`src/design/a2yuv_pkg.sv`:
```
// ----------------------------------------------------------------------------
// a2yuv_pkg: shared types and constants for the RGB to YUV 4:2:0 stream
// Word layouts for the pixel and result channels, the register map and the
// fixed field widths used by every module of the converter.
// ----------------------------------------------------------------------------
package a2yuv_pkg;

    localparam int LUMA_W   = 24;  // raster pixel offset, wraps at 24 bits
    localparam int CHROMA_W = 23;  // chroma pair count, wraps at 23 bits
    localparam int ADDR_W   = 25;  // byte address width
    localparam int SIZE_W   = 26;  // luma plane size W*H
    localparam int DIM_W    = 13;  // effective width and height

    localparam int APB_ADDR_W = 4;
    localparam int REG_IDX_W  = 2;

    localparam logic [REG_IDX_W-1:0] REG_HALF_WIDTH   = 2'd0;
    localparam logic [REG_IDX_W-1:0] REG_FRAME_HEIGHT = 2'd1;
    localparam logic [REG_IDX_W-1:0] REG_SEMI_PLANAR  = 2'd2;

    localparam logic [11:0] RST_HALF_WIDTH   = 12'd320;
    localparam logic [12:0] RST_FRAME_HEIGHT = 13'd480;

    localparam logic [1:0] PLANE_Y = 2'd0;
    localparam logic [1:0] PLANE_U = 2'd1;
    localparam logic [1:0] PLANE_V = 2'd2;

    typedef struct packed {
        logic [7:0] red;
        logic [7:0] green;
        logic [7:0] blue;
    } t_pixel;

    typedef struct packed {
        logic [1:0]        plane;
        logic [ADDR_W-1:0] byte_address;
        logic [7:0]        sample;
        logic              last;
        logic              frame_end;
    } t_result;

    typedef struct packed {
        logic [11:0] half_width;
        logic [12:0] frame_height;
        logic        semi_planar;
    } t_cfg;

    // One pixel after position tracking, waiting for conversion.
    typedef struct packed {
        t_pixel              pix;
        logic [LUMA_W-1:0]   luma_idx;
        logic [CHROMA_W-1:0] chroma_idx;
        logic                chroma;
        logic                frame_last;
    } t_stage;

endpackage

```
`src/design/argb_to_yuv420_stream.sv`:
```
// ----------------------------------------------------------------------------
// argb_to_yuv420_stream: streaming RGB to YUV 4:2:0 converter
// Converts raster-order pixels into addressed luma and chroma bytes.
// ----------------------------------------------------------------------------
// Each accepted pixel word produces a luma word and, for a pixel in an even
// column of an even row, a U word and a V word after it, all on one output
// channel that moves one word per cycle while the output is not stalled. A
// pixel thus fills one output word, or three when it carries chroma; the
// output port is the only limit on rate. A pixel is held in the input
// register and then in the output register before its first word is
// presented. Pixels are tracked against the frame geometry in force when
// they are accepted; the luma plane size is registered from the geometry
// registers every cycle, so registers should be written while the stream
// is idle. Width is programmed as half the image width.
module argb_to_yuv420_stream #(
    parameter int MAX_WIDTH  = 4096,
    parameter int MAX_HEIGHT = 4096
) (
    input  logic                                i_clk,
    input  logic                                i_rst_n,
    // Pixel input channel
    input  logic                                i_in_valid,
    output logic                                o_in_stall,
    input  a2yuv_pkg::t_pixel                   i_pixel,
    // Result output channel
    output logic                                o_out_valid,
    input  logic                                i_out_stall,
    output a2yuv_pkg::t_result                  o_result,
    // Configuration port
    input  logic                                psel,
    input  logic                                penable,
    input  logic                                pwrite,
    input  logic [a2yuv_pkg::APB_ADDR_W-1:0]    paddr,
    input  logic [31:0]                         pwdata,
    output logic [31:0]                         prdata,
    output logic                                pready
);
    import a2yuv_pkg::*;

    t_cfg              cfg;
    t_stage            s1;
    logic              s1_valid;
    logic              take;
    logic [SIZE_W-1:0] size;
    logic              out_fire;

    a2yuv_regs u_regs (
        .i_clk   (i_clk),
        .i_rst_n (i_rst_n),
        .psel    (psel),
        .penable (penable),
        .pwrite  (pwrite),
        .paddr   (paddr),
        .pwdata  (pwdata),
        .prdata  (prdata),
        .pready  (pready),
        .o_cfg   (cfg)
    );

    // Input register with column, row and plane offset tracking.
    a2yuv_pos #(
        .MAX_WIDTH  (MAX_WIDTH),
        .MAX_HEIGHT (MAX_HEIGHT)
    ) u_pos (
        .i_clk      (i_clk),
        .i_rst_n    (i_rst_n),
        .i_cfg      (cfg),
        .i_in_valid (i_in_valid),
        .o_in_stall (o_in_stall),
        .i_pixel    (i_pixel),
        .i_take     (take),
        .o_s1_valid (s1_valid),
        .o_s1       (s1),
        .o_size     (size)
    );

    // Conversion and the output register that drains one word per cycle when the output is not stalled.
    a2yuv_conv u_conv (
        .i_clk       (i_clk),
        .i_rst_n     (i_rst_n),
        .i_s1_valid  (s1_valid),
        .i_s1        (s1),
        .i_size      (size),
        .i_semi      (cfg.semi_planar),
        .o_take      (take),
        .o_out_valid (o_out_valid),
        .i_out_stall (i_out_stall),
        .o_result    (o_result)
    );

    assign out_fire = o_out_valid && !i_out_stall;

    // A pixel's words leave back to back: after a word that is not its last,
    // the next word is ready in the following cycle.
    a_burst_holds: assert property (@(posedge i_clk) disable iff (!i_rst_n)
        out_fire && !o_result.last |=> o_out_valid)
        else $error("output gap inside one pixel's words");

    // U is always followed by V.
    a_u_then_v: assert property (@(posedge i_clk) disable iff (!i_rst_n)
        out_fire && (o_result.plane == PLANE_U) |=> o_result.plane == PLANE_V)
        else $error("U word not followed by V");

    // V always closes a pixel, and U never does.
    a_v_is_last: assert property (@(posedge i_clk) disable iff (!i_rst_n)
        o_out_valid && ((o_result.plane == PLANE_V) != o_result.last)
        |-> o_result.plane == PLANE_Y)
        else $error("last flag does not match the chroma word");

    // The frame end flag is the same on every word of one pixel.
    a_frame_end_steady: assert property (@(posedge i_clk) disable iff (!i_rst_n)
        out_fire && !o_result.last |=> o_result.frame_end == $past(o_result.frame_end))
        else $error("frame end flag changed within one pixel");

endmodule

```
`src/design/a2yuv_regs.sv`:
```
// ----------------------------------------------------------------------------
// a2yuv_regs: configuration register file
// APB-style slave holding half width, frame height and the chroma layout.
// ----------------------------------------------------------------------------
module a2yuv_regs (
    input  logic                                i_clk,
    input  logic                                i_rst_n,
    input  logic                                psel,
    input  logic                                penable,
    input  logic                                pwrite,
    input  logic [a2yuv_pkg::APB_ADDR_W-1:0]    paddr,
    input  logic [31:0]                         pwdata,
    output logic [31:0]                         prdata,
    output logic                                pready,
    output a2yuv_pkg::t_cfg                     o_cfg
);
    import a2yuv_pkg::*;

    t_cfg                 r_cfg;
    logic                 wr_en;
    logic [REG_IDX_W-1:0] idx;

    assign pready = 1'b1;
    assign wr_en  = psel && penable && pwrite;
    assign idx    = paddr[APB_ADDR_W-1:2];
    assign o_cfg  = r_cfg;

    always_ff @(posedge i_clk) begin
        if (!i_rst_n) begin
            r_cfg.half_width   <= RST_HALF_WIDTH;
            r_cfg.frame_height <= RST_FRAME_HEIGHT;
            r_cfg.semi_planar  <= 1'b0;
        end else if (wr_en) begin
            case (idx)
                REG_HALF_WIDTH:   r_cfg.half_width   <= pwdata[11:0];
                REG_FRAME_HEIGHT: r_cfg.frame_height <= pwdata[12:0];
                REG_SEMI_PLANAR:  r_cfg.semi_planar  <= pwdata[0];
                default: ;
            endcase
        end
    end

    always_comb begin
        case (idx)
            REG_HALF_WIDTH:   prdata = {20'd0, r_cfg.half_width};
            REG_FRAME_HEIGHT: prdata = {19'd0, r_cfg.frame_height};
            REG_SEMI_PLANAR:  prdata = {31'd0, r_cfg.semi_planar};
            default:          prdata = 32'd0;
        endcase
    end

endmodule

```
`src/design/a2yuv_pos.sv`:
```
// ----------------------------------------------------------------------------
// a2yuv_pos: frame position tracking and input register
// Clamps the frame geometry, follows column, row and plane offsets, and
// holds one accepted pixel until the conversion stage takes it.
// ----------------------------------------------------------------------------
module a2yuv_pos #(
    parameter int MAX_WIDTH  = 4096,
    parameter int MAX_HEIGHT = 4096
) (
    input  logic                            i_clk,
    input  logic                            i_rst_n,
    input  a2yuv_pkg::t_cfg                 i_cfg,
    input  logic                            i_in_valid,
    output logic                            o_in_stall,
    input  a2yuv_pkg::t_pixel               i_pixel,
    input  logic                            i_take,
    output logic                            o_s1_valid,
    output a2yuv_pkg::t_stage               o_s1,
    output logic [a2yuv_pkg::SIZE_W-1:0]    o_size
);
    import a2yuv_pkg::*;

    localparam int WCAP_EVEN = (MAX_WIDTH / 2) * 2;
    localparam int WCAP      = (WCAP_EVEN < 2) ? 2 : WCAP_EVEN;
    localparam int HCAP      = (MAX_HEIGHT < 1) ? 1 : MAX_HEIGHT;
    localparam int COL_W     = (WCAP > 2) ? $clog2(WCAP) : 1;
    localparam int ROW_W     = (HCAP > 1) ? $clog2(HCAP) : 1;

    logic [DIM_W-1:0]    hw2, w_eff, h0, h_eff;
    logic [COL_W-1:0]    r_col;
    logic [ROW_W-1:0]    r_row;
    logic [LUMA_W-1:0]   r_luma;
    logic [CHROMA_W-1:0] r_chroma;
    logic                r_valid;
    t_stage              r_s1;
    logic [SIZE_W-1:0]   r_size;
    logic                accept, row_end, frame_last, chroma;

    // Zero means one pair or one row; oversize values clamp to the caps.
    assign hw2   = (i_cfg.half_width == 12'd0) ? DIM_W'(2) : {i_cfg.half_width, 1'b0};
    assign w_eff = ({1'b0, hw2} > 14'(WCAP)) ? DIM_W'(WCAP) : hw2;
    assign h0    = (i_cfg.frame_height == 13'd0) ? DIM_W'(1) : i_cfg.frame_height;
    assign h_eff = ({1'b0, h0} > 14'(HCAP)) ? DIM_W'(HCAP) : h0;

    assign row_end    = (14'(r_col) + 14'd1) >= {1'b0, w_eff};
    assign frame_last = row_end && ((14'(r_row) + 14'd1) >= {1'b0, h_eff});
    assign chroma     = !r_row[0] && !r_col[0];

    assign o_in_stall = r_valid && !i_take;
    assign accept     = i_in_valid && !o_in_stall;
    assign o_s1_valid = r_valid;
    assign o_s1       = r_s1;
    assign o_size     = r_size;

    always_ff @(posedge i_clk) begin
        r_size <= SIZE_W'(w_eff) * SIZE_W'(h_eff);
    end

    always_ff @(posedge i_clk) begin
        if (accept) begin
            r_s1.pix        <= i_pixel;
            r_s1.luma_idx   <= r_luma;
            r_s1.chroma_idx <= r_chroma;
            r_s1.chroma     <= chroma;
            r_s1.frame_last <= frame_last;
        end
    end

    always_ff @(posedge i_clk) begin
        if (!i_rst_n) begin
            r_valid  <= 1'b0;
            r_col    <= '0;
            r_row    <= '0;
            r_luma   <= '0;
            r_chroma <= '0;
        end else begin
            if (accept) begin
                r_valid <= 1'b1;
            end else if (i_take) begin
                r_valid <= 1'b0;
            end
            if (accept) begin
                if (frame_last) begin
                    r_col    <= '0;
                    r_row    <= '0;
                    r_luma   <= '0;
                    r_chroma <= '0;
                end else begin
                    r_luma <= r_luma + LUMA_W'(1);
                    if (chroma) begin
                        r_chroma <= r_chroma + CHROMA_W'(1);
                    end
                    if (row_end) begin
                        r_col <= '0;
                        r_row <= r_row + ROW_W'(1);
                    end else begin
                        r_col <= r_col + COL_W'(1);
                    end
                end
            end
        end
    end

endmodule

```
`src/design/a2yuv_conv.sv`:
```
// ----------------------------------------------------------------------------
// a2yuv_conv: color conversion and result queue
// Computes luma, chroma and their byte addresses for one pixel and emits
// them one word per cycle, while the output is not stalled, from a three-entry output register.
// ----------------------------------------------------------------------------
module a2yuv_conv (
    input  logic                            i_clk,
    input  logic                            i_rst_n,
    input  logic                            i_s1_valid,
    input  a2yuv_pkg::t_stage               i_s1,
    input  logic [a2yuv_pkg::SIZE_W-1:0]    i_size,
    input  logic                            i_semi,
    output logic                            o_take,
    output logic                            o_out_valid,
    input  logic                            i_out_stall,
    output a2yuv_pkg::t_result              o_result
);
    import a2yuv_pkg::*;

    t_result           r_q [3];
    logic [1:0]        r_cnt;
    logic              pop, free;
    logic [15:0]       r16, g16, b16, ysum, usum, vsum;
    logic [ADDR_W-1:0] size_a, qtr_a, c_a, u_addr, v_addr;
    t_result           y_res, u_res, v_res;

    assign pop         = (r_cnt != 2'd0) && !i_out_stall;
    assign free        = (r_cnt == 2'd0) || ((r_cnt == 2'd1) && pop);
    assign o_take      = free && i_s1_valid;
    assign o_out_valid = r_cnt != 2'd0;
    assign o_result    = r_q[0];

    // Modular 16-bit sums: bits 15:8 are the floor of the value over 256.
    assign r16  = {8'd0, i_s1.pix.red};
    assign g16  = {8'd0, i_s1.pix.green};
    assign b16  = {8'd0, i_s1.pix.blue};
    assign ysum = 16'd66 * r16 + 16'd129 * g16 + 16'd25 * b16;
    assign usum = 16'd112 * b16 - 16'd38 * r16 - 16'd74 * g16;
    assign vsum = 16'd112 * r16 - 16'd94 * g16 - 16'd18 * b16;

    assign size_a = i_size[ADDR_W-1:0];
    assign qtr_a  = ADDR_W'(i_size[SIZE_W-1:2]);
    assign c_a    = ADDR_W'(i_s1.chroma_idx);
    assign u_addr = i_semi ? (size_a + {c_a[ADDR_W-2:0], 1'b0}) : (size_a + c_a);
    assign v_addr = i_semi ? (u_addr + ADDR_W'(1)) : (size_a + qtr_a + c_a);

    always_comb begin
        y_res.plane        = PLANE_Y;
        y_res.byte_address = ADDR_W'(i_s1.luma_idx);
        y_res.sample       = ysum[15:8] + 8'd16;
        y_res.last         = !i_s1.chroma;
        y_res.frame_end    = i_s1.frame_last;
        u_res.plane        = PLANE_U;
        u_res.byte_address = u_addr;
        u_res.sample       = usum[15:8] + 8'd128;
        u_res.last         = 1'b0;
        u_res.frame_end    = i_s1.frame_last;
        v_res.plane        = PLANE_V;
        v_res.byte_address = v_addr;
        v_res.sample       = vsum[15:8] + 8'd128;
        v_res.last         = 1'b1;
        v_res.frame_end    = i_s1.frame_last;
    end

    always_ff @(posedge i_clk) begin
        if (o_take) begin
            r_q[0] <= y_res;
            r_q[1] <= u_res;
            r_q[2] <= v_res;
        end else if (pop) begin
            r_q[0] <= r_q[1];
            r_q[1] <= r_q[2];
        end
    end

    always_ff @(posedge i_clk) begin
        if (!i_rst_n) begin
            r_cnt <= 2'd0;
        end else if (o_take) begin
            r_cnt <= i_s1.chroma ? 2'd3 : 2'd1;
        end else if (pop) begin
            r_cnt <= r_cnt - 2'd1;
        end
    end

endmodule
```
`config.mk`:
```
export PLATFORM = sky130hd
export DESIGN_NAME = argb_to_yuv420_stream
export DESIGN_NICKNAME = d
export VERILOG_FILES = /design/src/design/a2yuv_pkg.sv /design/src/design/argb_to_yuv420_stream.sv /design/src/design/a2yuv_regs.sv /design/src/design/a2yuv_pos.sv /design/src/design/a2yuv_conv.sv
export SDC_FILE = /design/constraint.sdc
export NUM_CORES = 1
export LEC_CHECK = 0
export BUFFER_PORTS_ARGS = -buffer_cell sky130_fd_sc_hd__buf_4
export CAP_MARGIN = 20
export CORE_MARGIN = 5
export CORE_UTILIZATION = 50
export DETAILED_ROUTE_END_ITERATION = 12
export GPL_ROUTABILITY_DRIVEN = 1
export PLACE_DENSITY = 0.7
export SLEW_MARGIN = 15
export SYNTH_ARGS = -nofsm -noshare
export SYNTH_HDL_FRONTEND = slang
export SYNTH_HIERARCHICAL = 1
export SYNTH_SLANG_ARGS = --single-unit
```
`constraint.sdc`:
```
create_clock -name i_clk -period 6.8 [get_ports i_clk]
set_input_delay 0.68 -clock i_clk [delete_from_list [all_inputs] [get_ports i_clk]]
set_output_delay 0.68 -clock i_clk [all_outputs]
set_load 0.01 [all_outputs]
```
Word-level counts from Yosys, hierarchy flattened
Memory sizes are Yosys's and may differ from the RTL's.
Cells that the tools add are included.

word-level totals
  register bits after elaboration = 199
  RAM bits = 111
  output and inout port bits = 72
  memories kept = 1

operators by class
  add/subtract/negate cells = 21
  multipliers = 10
  order comparisons = 4
  equal/unequal tests = 3
  multiplexer cells = 26
  bitwise operators = 2
  reductions and logical operators = 30

memory list
  name        words  width  rd ports  clocked after memory_dff  write ports  line              text
  u_conv.r_q  3      37     3         0                         3            a2yuv_conv.sv:20  t_result r_q [3];

operators with widths
  operator                                                             number
  37-bit 2-to-1 mux                                                    2
  16-bit subtractor                                                    4
  13-bit 2-to-1 mux                                                    4
  25-bit by 23-bit adder with 25-bit output                            2
  25-bit by 24-bit adder with 25-bit output                            2
  25-bit 2-to-1 mux                                                    2
  12-bit 2-to-1 mux                                                    4
  23-bit 2-to-1 mux                                                    2
  6-bit by 8-bit multiplier with 14-bit output (first input constant)  3
  13-bit case mux with 3 select lines                                  1
  16-bit adder                                                         2
  14-bit by 13-bit >= comparator with 1-bit output                     2
  12-bit by 1-bit adder with 13-bit output (second input constant)     2
  13-bit greater-than comparator (second input constant)               2
  13-bit by 13-bit multiplier with 26-bit output                       1
  5-bit by 8-bit multiplier with 13-bit output (first input constant)  2
  25-bit by 1-bit adder with 25-bit output (second input constant)     1
  12-bit by 1-bit adder with 12-bit output (second input constant)     2
  24-bit by 1-bit adder with 24-bit output (second input constant)     1
  24-bit 2-to-1 mux                                                    1
  23-bit by 1-bit adder with 23-bit output (second input constant)     1
  3-bit by 8-bit multiplier with 11-bit output (first input constant)  2
  8-bit adder (second input constant)                                  2
  8-bit by 8-bit multiplier with 16-bit output (first input constant)  1
  16 further kinds                                                     48

Longest topological paths before layout
Gate-level depths: netlist of run 1.

  word-level depth = 10
  mapped depth = 24
  depth with buffers taken out = 24

Modules after synthesis
The synthesis of run 1 kept the hierarchy.

by module, submodules not included
  module      instances  cells each  area each (µm²)
  a2yuv_conv  1          1797        16095.4
  a2yuv_pos   1          1288        12167.9
  a2yuv_regs  1          159         1381.3

Least setup slack after synthesis of run 1
OpenSTA, ideal clock, no wires.

  path type = input -> register
  from = input port i_out_stall
  to = register u_conv.r_cnt[1]
  arrival time = 6632 ps
  required time = 6663 ps
  setup slack = 31 ps
  stages on the path = 3
  buffers on the path = 0
  cells stage by stage = o21ai_0 -> o211ai_1 -> o211a_1

on the way
  word-level cells in the longest chain between the ends = 6
  elaborated cells on any way between the ends = 7
  those cells by class = mux (1); reduce/logical (6)

RTL lines
  what                                                           line                         text
  from (decl)                                                    argb_to_yuv420_stream.sv:27  input logic i_out_stall,
  1-bit logical NOT (*)                                          a2yuv_conv.sv:27             assign pop = (r_cnt != 2'd0) && !i_out_stall;
  1-bit logical AND (*)                                          a2yuv_conv.sv:27
  1-bit logical AND                                              a2yuv_conv.sv:28             assign free = (r_cnt == 2'd0) || ((r_cnt == 2'd1) && pop);
  1-bit logical OR                                               a2yuv_conv.sv:28
  1-bit logical AND                                              a2yuv_conv.sv:29             assign o_take = free && i_s1_valid;
  2-bit 2-to-1 mux / 2-bit nonzero test (equally long branches)  --
  to (signal assigned)                                           a2yuv_conv.sv:80             r_cnt <= i_s1.chroma ? 2'd3 : 2'd1;
  to (signal assigned)                                           a2yuv_conv.sv:82             r_cnt <= r_cnt - 2'd1;
  to (decl)                                                      a2yuv_conv.sv:21             logic [1:0] r_cnt;

Mark *: on every way between the ends. The rest lies on a longest branch, timed or not.
A chain may end at the register's enable or synchronous reset.

Worst setup path after layout of run 1
  from = register u_regs.r_cfg, in the netlist u_regs/o_cfg[23]
  to = register u_pos.r_size[25], in the netlist u_pos/o_size[25]

on the way
  word-level cells in the longest chain between the ends = 5

RTL lines
  what                                                line              text
  from (decl)                                         a2yuv_regs.sv:19  t_cfg r_cfg;
  12-bit logical NOT                                  a2yuv_pos.sv:40   assign hw2 = (i_cfg.half_width == 12'd0) ? DIM_W'(2) : {i_cfg.half_width, 1'b0};
  13-bit 2-to-1 mux (*)                               a2yuv_pos.sv:40
  13-bit greater-than comparator                      a2yuv_pos.sv:41   assign w_eff = ({1'b0, hw2} > 14'(WCAP)) ? DIM_W'(WCAP) : hw2;
  13-bit 2-to-1 mux (*)                               a2yuv_pos.sv:41
  13-bit by 13-bit multiplier with 26-bit output (*)  a2yuv_pos.sv:56   r_size <= SIZE_W'(w_eff) * SIZE_W'(h_eff);
  to (signal assigned)                                a2yuv_pos.sv:56
  to (decl)                                           a2yuv_pos.sv:36   logic [SIZE_W-1:0] r_size;

Marked as above.

==> PnR_summary.wiki, run 1 <==
{| class="wikitable"
! Metric !! Value
|-
| Number of clock sinks || 305
|-
| Tcrit/Tclk final || between 90% and 100%
|-
| Fraction of post-synthesis cell area in the top cell type by area || a little under a fifth
|-
| Time the final worst path needs with I/O delays and setup || 6.215 ns
|-
| Average size of a mapped cell || a little over 9 um2
|-
| Final weighted congestion in routability-driven placement || between 0.9 and 1
|-
| Crit-path max cell delay || roughly 0.56 ns
|-
| Number of distinct standard cells referenced by the synthesized netlist || 94
|-
| Die Y-Extent || 253.5 um
|-
| Run status || finished, final reports clean
|-
| Origin of the critical flop-to-flop path || u_regs/o_cfg[23]$_SDFFE_PN0P_
|-
| Share of cells above drive strength 1 || 7.164%
|-
| Via/cell ratio || about 5.4
|-
| Worst path slowest cell || sky130_fd_sc_hd__fa_1
|-
| Routed Antenna Nets || 0
|-
| Clk buf depth || 3
|-
| Detailed-route wire length per cell || between 15 and 20 um
|-
| Clock-pin slew reported for the worst setup and hold paths after clock tree synthesis || 0.07 ns
|-
| Residual overflow from global routing || 0
|-
| CP Capture Type || register
|-
| Total global routing track utilization || between 20% and 30%
|-
| Post-Route WL || between 60 and 70 mm
|-
| DP HPWL || approximately 52 mm
|-
| Horizontal extent of the die || between 200 and 300 um
|-
| Gate count after technology mapping || approximately 3200
|-
| Peak supply drop || around 0.00031 V
|-
| Signal arrival time at the worst endpoint || approximately 6.7 ns
|-
| Cell type contributing the most total cell area after synthesis || sky130_fd_sc_hd__edfxtp_1
|-
| Synth-to-layout area growth || 8.285%
|-
| Max-cap check violation count || 0
|-
| Max Slew Vio Count || 0
|-
| Count leader, synth || sky130_fd_sc_hd__inv_1
|-
| Initial antenna violation count || 0
|-
| Final hold viol count || 0
|-
| DRT iter0 DRCs || roughly 1300
|-
| Detailed-route DRC error count || 0
|-
| Ordered cell list for the critical path || nor4_1, a31oi_1, or2_2, inv_1, nand2_1, fa_1, fa_1, inv_1, fa_1, fa_1, inv_1, fa_1, inv_1, ha_1, a21oi_1, o21ai_0, nand3_1, a22o_1, o21ai_0, or4_1, nand3_1
|-
| Clock Skew || 0.02342 ns
|-
| Number of global-route vias before repair || between 20000 and 25000
|-
| Number of setup buffers added after CTS || 0
|-
| Sequential fraction of the synthesis area || between 20% and 30%
|-
| Resized Gates After CTS || 0
|-
| Vias after detailed routing || roughly 22000
|-
| Mapped Area || roughly 30000 um2
|-
| Count of final setup violators || 0
|-
| Fmax achieved || ~160 MHz
|-
| Number of diodes added for antenna fixing || 0
|-
| Yosys warns || 6
|-
| Router iterations before antenna repair || 5
|-
| Core Rows || 89
|-
| Worst-skew pair later-pin latency || approximately 0.56 ns
|-
| CTS Hold Buffers Added || 0
|-
| Worst-case headroom to the max-slew limit || a little under a third
|-
| Number of I/O pins || 139
|-
| Synthesis-stage register bit count || between 300 and 400
|-
| Area of the placeable core || 58910 um2
|-
| Number of clock buffers inserted by TritonCTS || 36
|-
| Power after layout || 10.07 mW
|-
| Kind of critical path || reg2reg
|-
| Maximum fanout along the worst path || 11
|-
| Hold Path Class || in2reg
|-
| Number of port buffers || 97
|-
| Ys flop type || sky130_fd_sc_hd__edfxtp_1
|-
| Slew at the pin closest to its max-slew limit || around 1.0 ns
|-
| Critical Path RT || approximately 7.3 ns
|-
| Final #Nets || 3923
|-
| Sum Neg Setup Slack || 0 ns
|-
| Number of enable flip-flop cells after synthesis || 180
|-
| Reported leakage power || 14.96 nW
|-
| Die area || about 64000 um2
|-
| Maximum number of pins on one net before global-route repair || 76
|-
| Startpoint of the worst setup timing path || u_regs/o_cfg[23]$_SDFFE_PN0P_
|-
| H-tree Lvls || 2
|-
| Clock tree from TritonCTS || built
|-
| Total power per unit cell area || 313.6 nW/um2
|-
| Critical path startpoint category || register
|-
| Initial Util || between 50% and 60%
|-
| Dominant cells by area after synthesis || sky130_fd_sc_hd__edfxtp_1, sky130_fd_sc_hd__fa_1, sky130_fd_sc_hd__ha_1, sky130_fd_sc_hd__dfxtp_1, sky130_fd_sc_hd__inv_1
|-
| Clock root buffer || sky130_fd_sc_hd__clkbuf_16
|-
| RSZ-0062 raised after global routing || no
|-
| First-pass GRT wire length || between 100 and 150 mm
|-
| Most instantiated cells after synthesis || sky130_fd_sc_hd__inv_1, sky130_fd_sc_hd__ha_1, sky130_fd_sc_hd__nand2_1
|-
| Fraction of registers with async set or reset after synthesis || 0%
|-
| Cell repeated most along the worst path || sky130_fd_sc_hd__fa_1
|-
| HP Start || i_pixel[0]
|}
path summary, 6_finish.rpt:
check                                     to  slack, ns  cells past startpoint
hold / removal      u_pos/o_s1[49]$_DFFE_PP_       0.29                      1
setup reg to reg    u_pos/o_size[25]$_DFF_P_       0.59                     21
setup / recovery    u_pos/o_size[25]$_DFF_P_       0.59                     21
hold reg to reg   u_conv/r_q[1][0]$_DFFE_PP_       0.46                      0
placed cells by master (no fill, tap or decap), types with 6 or more instances in the layout:
cell type and n:
sky130_fd_sc_hd__nand2_1 333, sky130_fd_sc_hd__o211a_1 6, sky130_fd_sc_hd__and3_1 32, sky130_fd_sc_hd__o21ai_1 11, sky130_fd_sc_hd__a211oi_1 31, sky130_fd_sc_hd__nor2b_1 39, sky130_fd_sc_hd__inv_1 441, sky130_fd_sc_hd__nor3_1 39
sky130_fd_sc_hd__nor2_1 273, sky130_fd_sc_hd__ha_1 352, sky130_fd_sc_hd__and2_1 14, sky130_fd_sc_hd__fa_1 223, sky130_fd_sc_hd__edfxtp_1 180, sky130_fd_sc_hd__mux2i_1 56, sky130_fd_sc_hd__clkinv_1 9, sky130_fd_sc_hd__o21a_1 26
sky130_fd_sc_hd__clkbuf_1 10, sky130_fd_sc_hd__or2_2 11, sky130_fd_sc_hd__o31ai_1 11, sky130_fd_sc_hd__nor4_1 11, sky130_fd_sc_hd__a21oi_1 166, sky130_fd_sc_hd__nand3_1 63, sky130_fd_sc_hd__a31oi_1 27, sky130_fd_sc_hd__o211ai_1 23
sky130_fd_sc_hd__conb_1 21, sky130_fd_sc_hd__nand2b_1 26, sky130_fd_sc_hd__or3_1 17, sky130_fd_sc_hd__dfxtp_1 124, sky130_fd_sc_hd__nand4_1 30, sky130_fd_sc_hd__xor2_1 68, sky130_fd_sc_hd__xnor2_1 114, sky130_fd_sc_hd__nand3b_1 9
sky130_fd_sc_hd__a21boi_0 8, sky130_fd_sc_hd__o21bai_1 21, sky130_fd_sc_hd__o21ai_0 109, sky130_fd_sc_hd__buf_4 134, sky130_fd_sc_hd__a21o_1 45, sky130_fd_sc_hd__clkbuf_16 38, sky130_fd_sc_hd__and4_1 7
stage by stage:
stage / instances / util [%] / worst slack (ns) / hold slack (ns) / instance area, um2
global placement: 4015 / 52.37 / 0.6961 / 0.4299 / 30850
floorplan: 3262 / - / 0.03104 / 0.4262 / 29710
finish: 4081 / 54.49 / 0.5852 / 0.2867 / 32100
CTS: 4080 / 54.48 / 0.5756 / 0.2483 / 32090
detailed placement: 4015 / 52.37 / 0.6055 / 0.4469 / 30850
global route: 4081 / 54.49 / 0.07062 / 0.2635 / 32100
report_power, final:
| part | switching [mW] | leakage (nW) | internal [mW] |
|---|---|---|---|
| clock | 0.806 | 0.594 | 1.22 |
| combinational | 3.10 | 11.6 | 2.26 |
| sequential | 0.167 | 2.75 | 2.52 |
| total | 4.07 | 15.0 | 6.00 |
worst max-delay path, delay by kind of cell, from the launching register on:
kind / cells / cell delay [ns]
AND/OR/NAND/NOR: 6 / 1.56
adder cells (fa/ha/maj): 6 / 3.01
flip-flops: 1 / 0.34
buffers and inverters: 4 / 0.35
AO/OA/AOI/OAI: 5 / 0.88
layer usage:
layer  track usage [%]  share of wire (%)  vias up
met5                 0                  0        -
met4             5.275                2.5        0
met3             3.070                6.4       97
met2             34.55                 46      555
met1             29.28                 45    10560
li1                  -                  -    11000
flip-flops by register name, summed over array words and instances, names as in the netlist:
signal and count:
u_conv/r_q 107, u_pos/o_size 25, u_pos/o_s1_valid 1, u_pos/r_row 12
u_pos/r_luma 24, u_pos/r_chroma 23, u_pos/o_s1 73, u_pos/r_col 12
u_regs/o_cfg 26, u_conv/r_cnt 2
layout make-up:
cell class,count,area (um2)
clock buffers,51,1030
clock inverters,14,214.0
fillers,5233,26810
inverters,453,1702
multi-input cells,2351,19270
flip-flops and latches,305,7909
well taps,773,967.2
repair buffers,134,1006
cells by family (layout without fill, tap and decap cells):
logic type	after synthesis	count (layout)	share of synthesized area [%]
other	3	21	0.03798
muxes	59	59	2.005
AOI/OAI and AO/OA	580	580	12.84
xor gates and xnor gates	182	182	5.377
adders and majority gates	575	575	29.92
buffers and inverters	606	652	8.593
and+or+nand+nor	934	934	14.55
DFF	305	305	26.67
(Power assumes the default switching activity.)
==> inputs of run 2 (changes only) <==
- CORE_MARGIN: 5 -> 1
==> run 2 against run 1 <==
Flip-flop and latch count unchanged. Power decreased by 1.2%. Clock-buffer cell count decreased by 4. Die area decreased by 6.2%. Cell area unchanged. First-iteration DRC count increased by 7.6%. Largest cell class unchanged. Highest routed layer unchanged.
==> PnR_summary.wiki, run 2 (synthesis gave the netlist of run 1 again) <==
{| class="wikitable"
! Metric !! Value
|-
| Run status || finished, final reports clean (unchanged)
|-
| Kind of critical path || reg2reg (unchanged)
|-
| Resized Gates After CTS || 0 (unchanged)
|-
| Clk buf depth || 3 (unchanged)
|-
| Worst-skew pair later-pin latency || 0.58 ns (was 0.56 ns)
|-
| Number of diodes added for antenna fixing || 0 (unchanged)
|-
| Critical path startpoint category || register (unchanged)
|-
| Synth-to-layout area growth || 8.285% (unchanged)
|-
| Filler Cells Inserted || 5202 (was 5233)
|-
| RSZ-0062 raised after global routing || no (unchanged)
|-
| Crit-path max cell delay || 0.56 ns (about the same)
|-
| HP Start || i_pixel[7] (was i_pixel[0])
|-
| Die area || 60270 um2 (was 64260 um2)
|-
| Clock Skew || 0.02455 ns (was 0.02342 ns)
|-
| Die Y-Extent || 245.5 um (was 253.5 um)
|-
| DP HPWL || 51.72 mm (was 52.20 mm)
|-
| Routed Antenna Nets || 0 (unchanged)
|-
| Number of port buffers || 97 (unchanged)
|-
| H-tree Lvls || 2 (unchanged)
|-
| CTS Hold Buffers Added || 0 (unchanged)
|-
| Cell depth of the worst flop-to-flop path || 21 (unchanged)
|-
| Total power per unit cell area || 309.9 nW/um2 (was 313.6 nW/um2)
|-
| Final core area utilization || 55.22% (was 54.49%)
|-
| CP Capture Type || register (unchanged)
|-
| Worst path slowest cell || sky130_fd_sc_hd__fa_1 (unchanged)
|-
| Maximum number of pins on one net before global-route repair || 77 (was 76)
|-
| Via/cell ratio || 5.451 (was 5.444)
|-
| First-pass GRT wire length || 110.2 mm (was 110.9 mm)
|-
| Critical Path RT || 7.25 ns (was 7.28 ns)
|-
| Clock-pin slew reported for the worst setup and hold paths after clock tree synthesis || 0.06 ns (was 0.07 ns)
|-
| Vias after detailed routing || 22220 (about the same)
|-
| Core Rows || 88 (was 89)
|-
| Router iterations before antenna repair || 5 (unchanged)
|-
| Total global routing track utilization || 22.61% (was 20.95%)
|-
| Reported leakage power || 14.99 nW (was 14.96 nW)
|-
| Final hold viol count || 0 (unchanged)
|-
| Maximum fanout along the worst path || 11 (unchanged)
|-
| Fmax achieved || 160.7 MHz (was 160.9 MHz)
|-
| Worst-case headroom to the max-slew limit || 31.45% (was 31.63%)
|-
| Detailed-route DRC error count || 0 (unchanged)
|-
| Most common library cell in the layout ignoring fill and taps || sky130_fd_sc_hd__inv_1 (unchanged)
|-
| Number of global-route vias before repair || 21810 (was 22060)
|-
| Final weighted congestion in routability-driven placement || 0.9202 (was 0.9226)
|-
| Signal arrival time at the worst endpoint || 6.67 ns (was 6.70 ns)
|-
| Ordered cell list for the critical path || nor4_1, a31oi_1, or2_2, inv_1, nand2_1, fa_1, fa_1, inv_1, fa_1, fa_1, inv_1, fa_1, inv_1, ha_1, nand2_1, o21ai_0, nand3_1, a22o_1, o31ai_1, nand4b_1, o311ai_0 (was nor4_1, a31oi_1, or2_2, inv_1, nand2_1, fa_1, fa_1, inv_1, fa_1, fa_1, inv_1, fa_1, inv_1, ha_1, a21oi_1, o21ai_0, nand3_1, a22o_1, o21ai_0, or4_1, nand3_1)
|-
| Tcrit/Tclk final || 91.52% (was 91.39%)
|-
| Initial Util || 50.99% (was 50.32%)
|-
| Commonest cells after routing, fill and taps aside || sky130_fd_sc_hd__inv_1, sky130_fd_sc_hd__ha_1, sky130_fd_sc_hd__nand2_1, sky130_fd_sc_hd__nor2_1, sky130_fd_sc_hd__fa_1 (unchanged)
|-
| Count of final setup violators || 0 (unchanged)
|-
| Share of cells above drive strength 1 || 7.458% (was 7.164%)
|-
| Time the final worst path needs with I/O delays and setup || 6.224 ns (was 6.215 ns)
|-
| Number of clock sinks || 305 (unchanged)
|-
| Clock tree from TritonCTS || built (unchanged)
|-
| Sum Neg Setup Slack || 0 ns (unchanged)
|-
| Top register by number of flip-flops || u_conv/r_q (unchanged)
|-
| Number of clock buffers inserted by TritonCTS || 36 (unchanged)
|-
| Residual overflow from global routing || 0 (unchanged)
|-
| Worst Hold Path EP || u_pos/o_s1[56]$_DFFE_PP_ (was u_pos/o_s1[49]$_DFFE_PP_)
|-
| Peak supply drop || 0.0003005 V (was 0.0003058 V)
|-
| Worst reg2reg setup slack || 0.58 ns (was 0.59 ns)
|-
| Detailed-route wire length per cell || 16.23 um (was 16.38 um)
|-
| Slew at the pin closest to its max-slew limit || 1.022 ns (was 1.019 ns)
|-
| Cell repeated most along the worst path || sky130_fd_sc_hd__fa_1 (unchanged)
|-
| Final #Nets || 3926 (was 3923)
|-
| Origin of the critical flop-to-flop path || u_regs/o_cfg[19]$_SDFFE_PN0P_ (was u_regs/o_cfg[23]$_SDFFE_PN0P_)
|-
| Clock root buffer || sky130_fd_sc_hd__clkbuf_16 (unchanged)
|-
| Endpoint of the worst-slack reg-to-reg timing path || u_pos/o_size[23]$_DFF_P_ (was u_pos/o_size[25]$_DFF_P_)
|-
| Hold Path Class || in2reg (unchanged)
|-
| Horizontal extent of the die || 245.5 um (was 253.5 um)
|-
| Initial antenna violation count || 0 (unchanged)
|-
| Max Slew Vio Count || 0 (unchanged)
|-
| Number of I/O pins || 139 (unchanged)
|-
| Startpoint of the worst setup timing path || u_regs/o_cfg[19]$_SDFFE_PN0P_ (was u_regs/o_cfg[23]$_SDFFE_PN0P_)
|-
| DRT iter0 DRCs || 1411 (was 1311)
|-
| Area of the placeable core || 58140 um2 (was 58910 um2)
|-
| Max-cap check violation count || 0 (unchanged)
|-
| Flip-flop count of the largest register after layout || 107 (unchanged)
|-
| Post-Route WL || 66.18 mm (was 66.86 mm)
|-
| WHS Path Cells || 1 (unchanged)
|-
| Number of setup buffers added after CTS || 0 (unchanged)
|}
run 2: how the worst max path moves through the flow:
| stage | slack, ns | end | depth (start not counted) |
|---|---|---|---|
| after floorplan | 0.03 | u_conv/r_cnt[1]$_SDFFE_PN0P_ | 3 |
| after global placement | 0.69 | u_pos/o_size[23]$_DFF_P_ | 21 |
| after detailed placement | 0.63 | u_pos/o_size[23]$_DFF_P_ | 21 |
| after CTS | 0.59 | u_pos/o_size[23]$_DFF_P_ | 21 |
| after global routing | 0.19 | u_pos/o_size[23]$_DFF_P_ | 21 |
| final | 0.58 | u_pos/o_size[23]$_DFF_P_ | 21 |
run 2: routing by layer:
layer | wire [um] | track usage (%)
met5 | 0 | 0
met2 | 30010 | 36.67
met4 | 1776 | 6.814
met3 | 3549 | 2.707
met1 | 30840 | 31.51
run 2: power breakdown:
group          switching (mW)  internal [mW]
combinational            3.05           2.24
clock                   0.839           1.13
sequential              0.165           2.52
run 2: cell type report:
cell class	count	area (um2)	share of cell area (%)
Multi-Input combinational cell	2351	19270	60.04
Sequential cell	305	7909	24.64
Inverter	453	1702	5.301
Timing Repair Buffer	137	1049	3.266
Clock buffer	47	1035	3.223
Tap cell	765	957.2	2.982
Clock inverter	19	176.4	0.5496
run 2: worst max-delay path: cells and delay by family, from the launching register on:
| family | cells | cell delay (ns) |
|---|---|---|
| compound gates | 5 | 1.21 |
| fa+ha+maj | 6 | 3.03 |
| buf+inv | 4 | 0.36 |
| flops | 1 | 0.34 |
| simple gates | 6 | 1.15 |
run 2: metrics by stage:
| stage | cell area (um2) | setup slack, ns | cells | total power, mW | hold slack (ns) |
|---|---|---|---|---|---|
| 2_1_floorplan | 29710 | 0.03104 | 3262 | 6.784 | 0.4262 |
| 3_3_place_gp | 30850 | 0.6946 | 4009 | 7.878 | 0.4298 |
| 3_5_place_dp | 30850 | 0.6299 | 4009 | 7.951 | 0.4321 |
| 4_1_cts | 32070 | 0.5876 | 4075 | 9.988 | 0.2590 |
| 5_1_grt | 32100 | 0.1949 | 4077 | 10.81 | 0.2716 |
| 6_report | 32100 | 0.5763 | 4077 | 9.947 | 0.2907 |
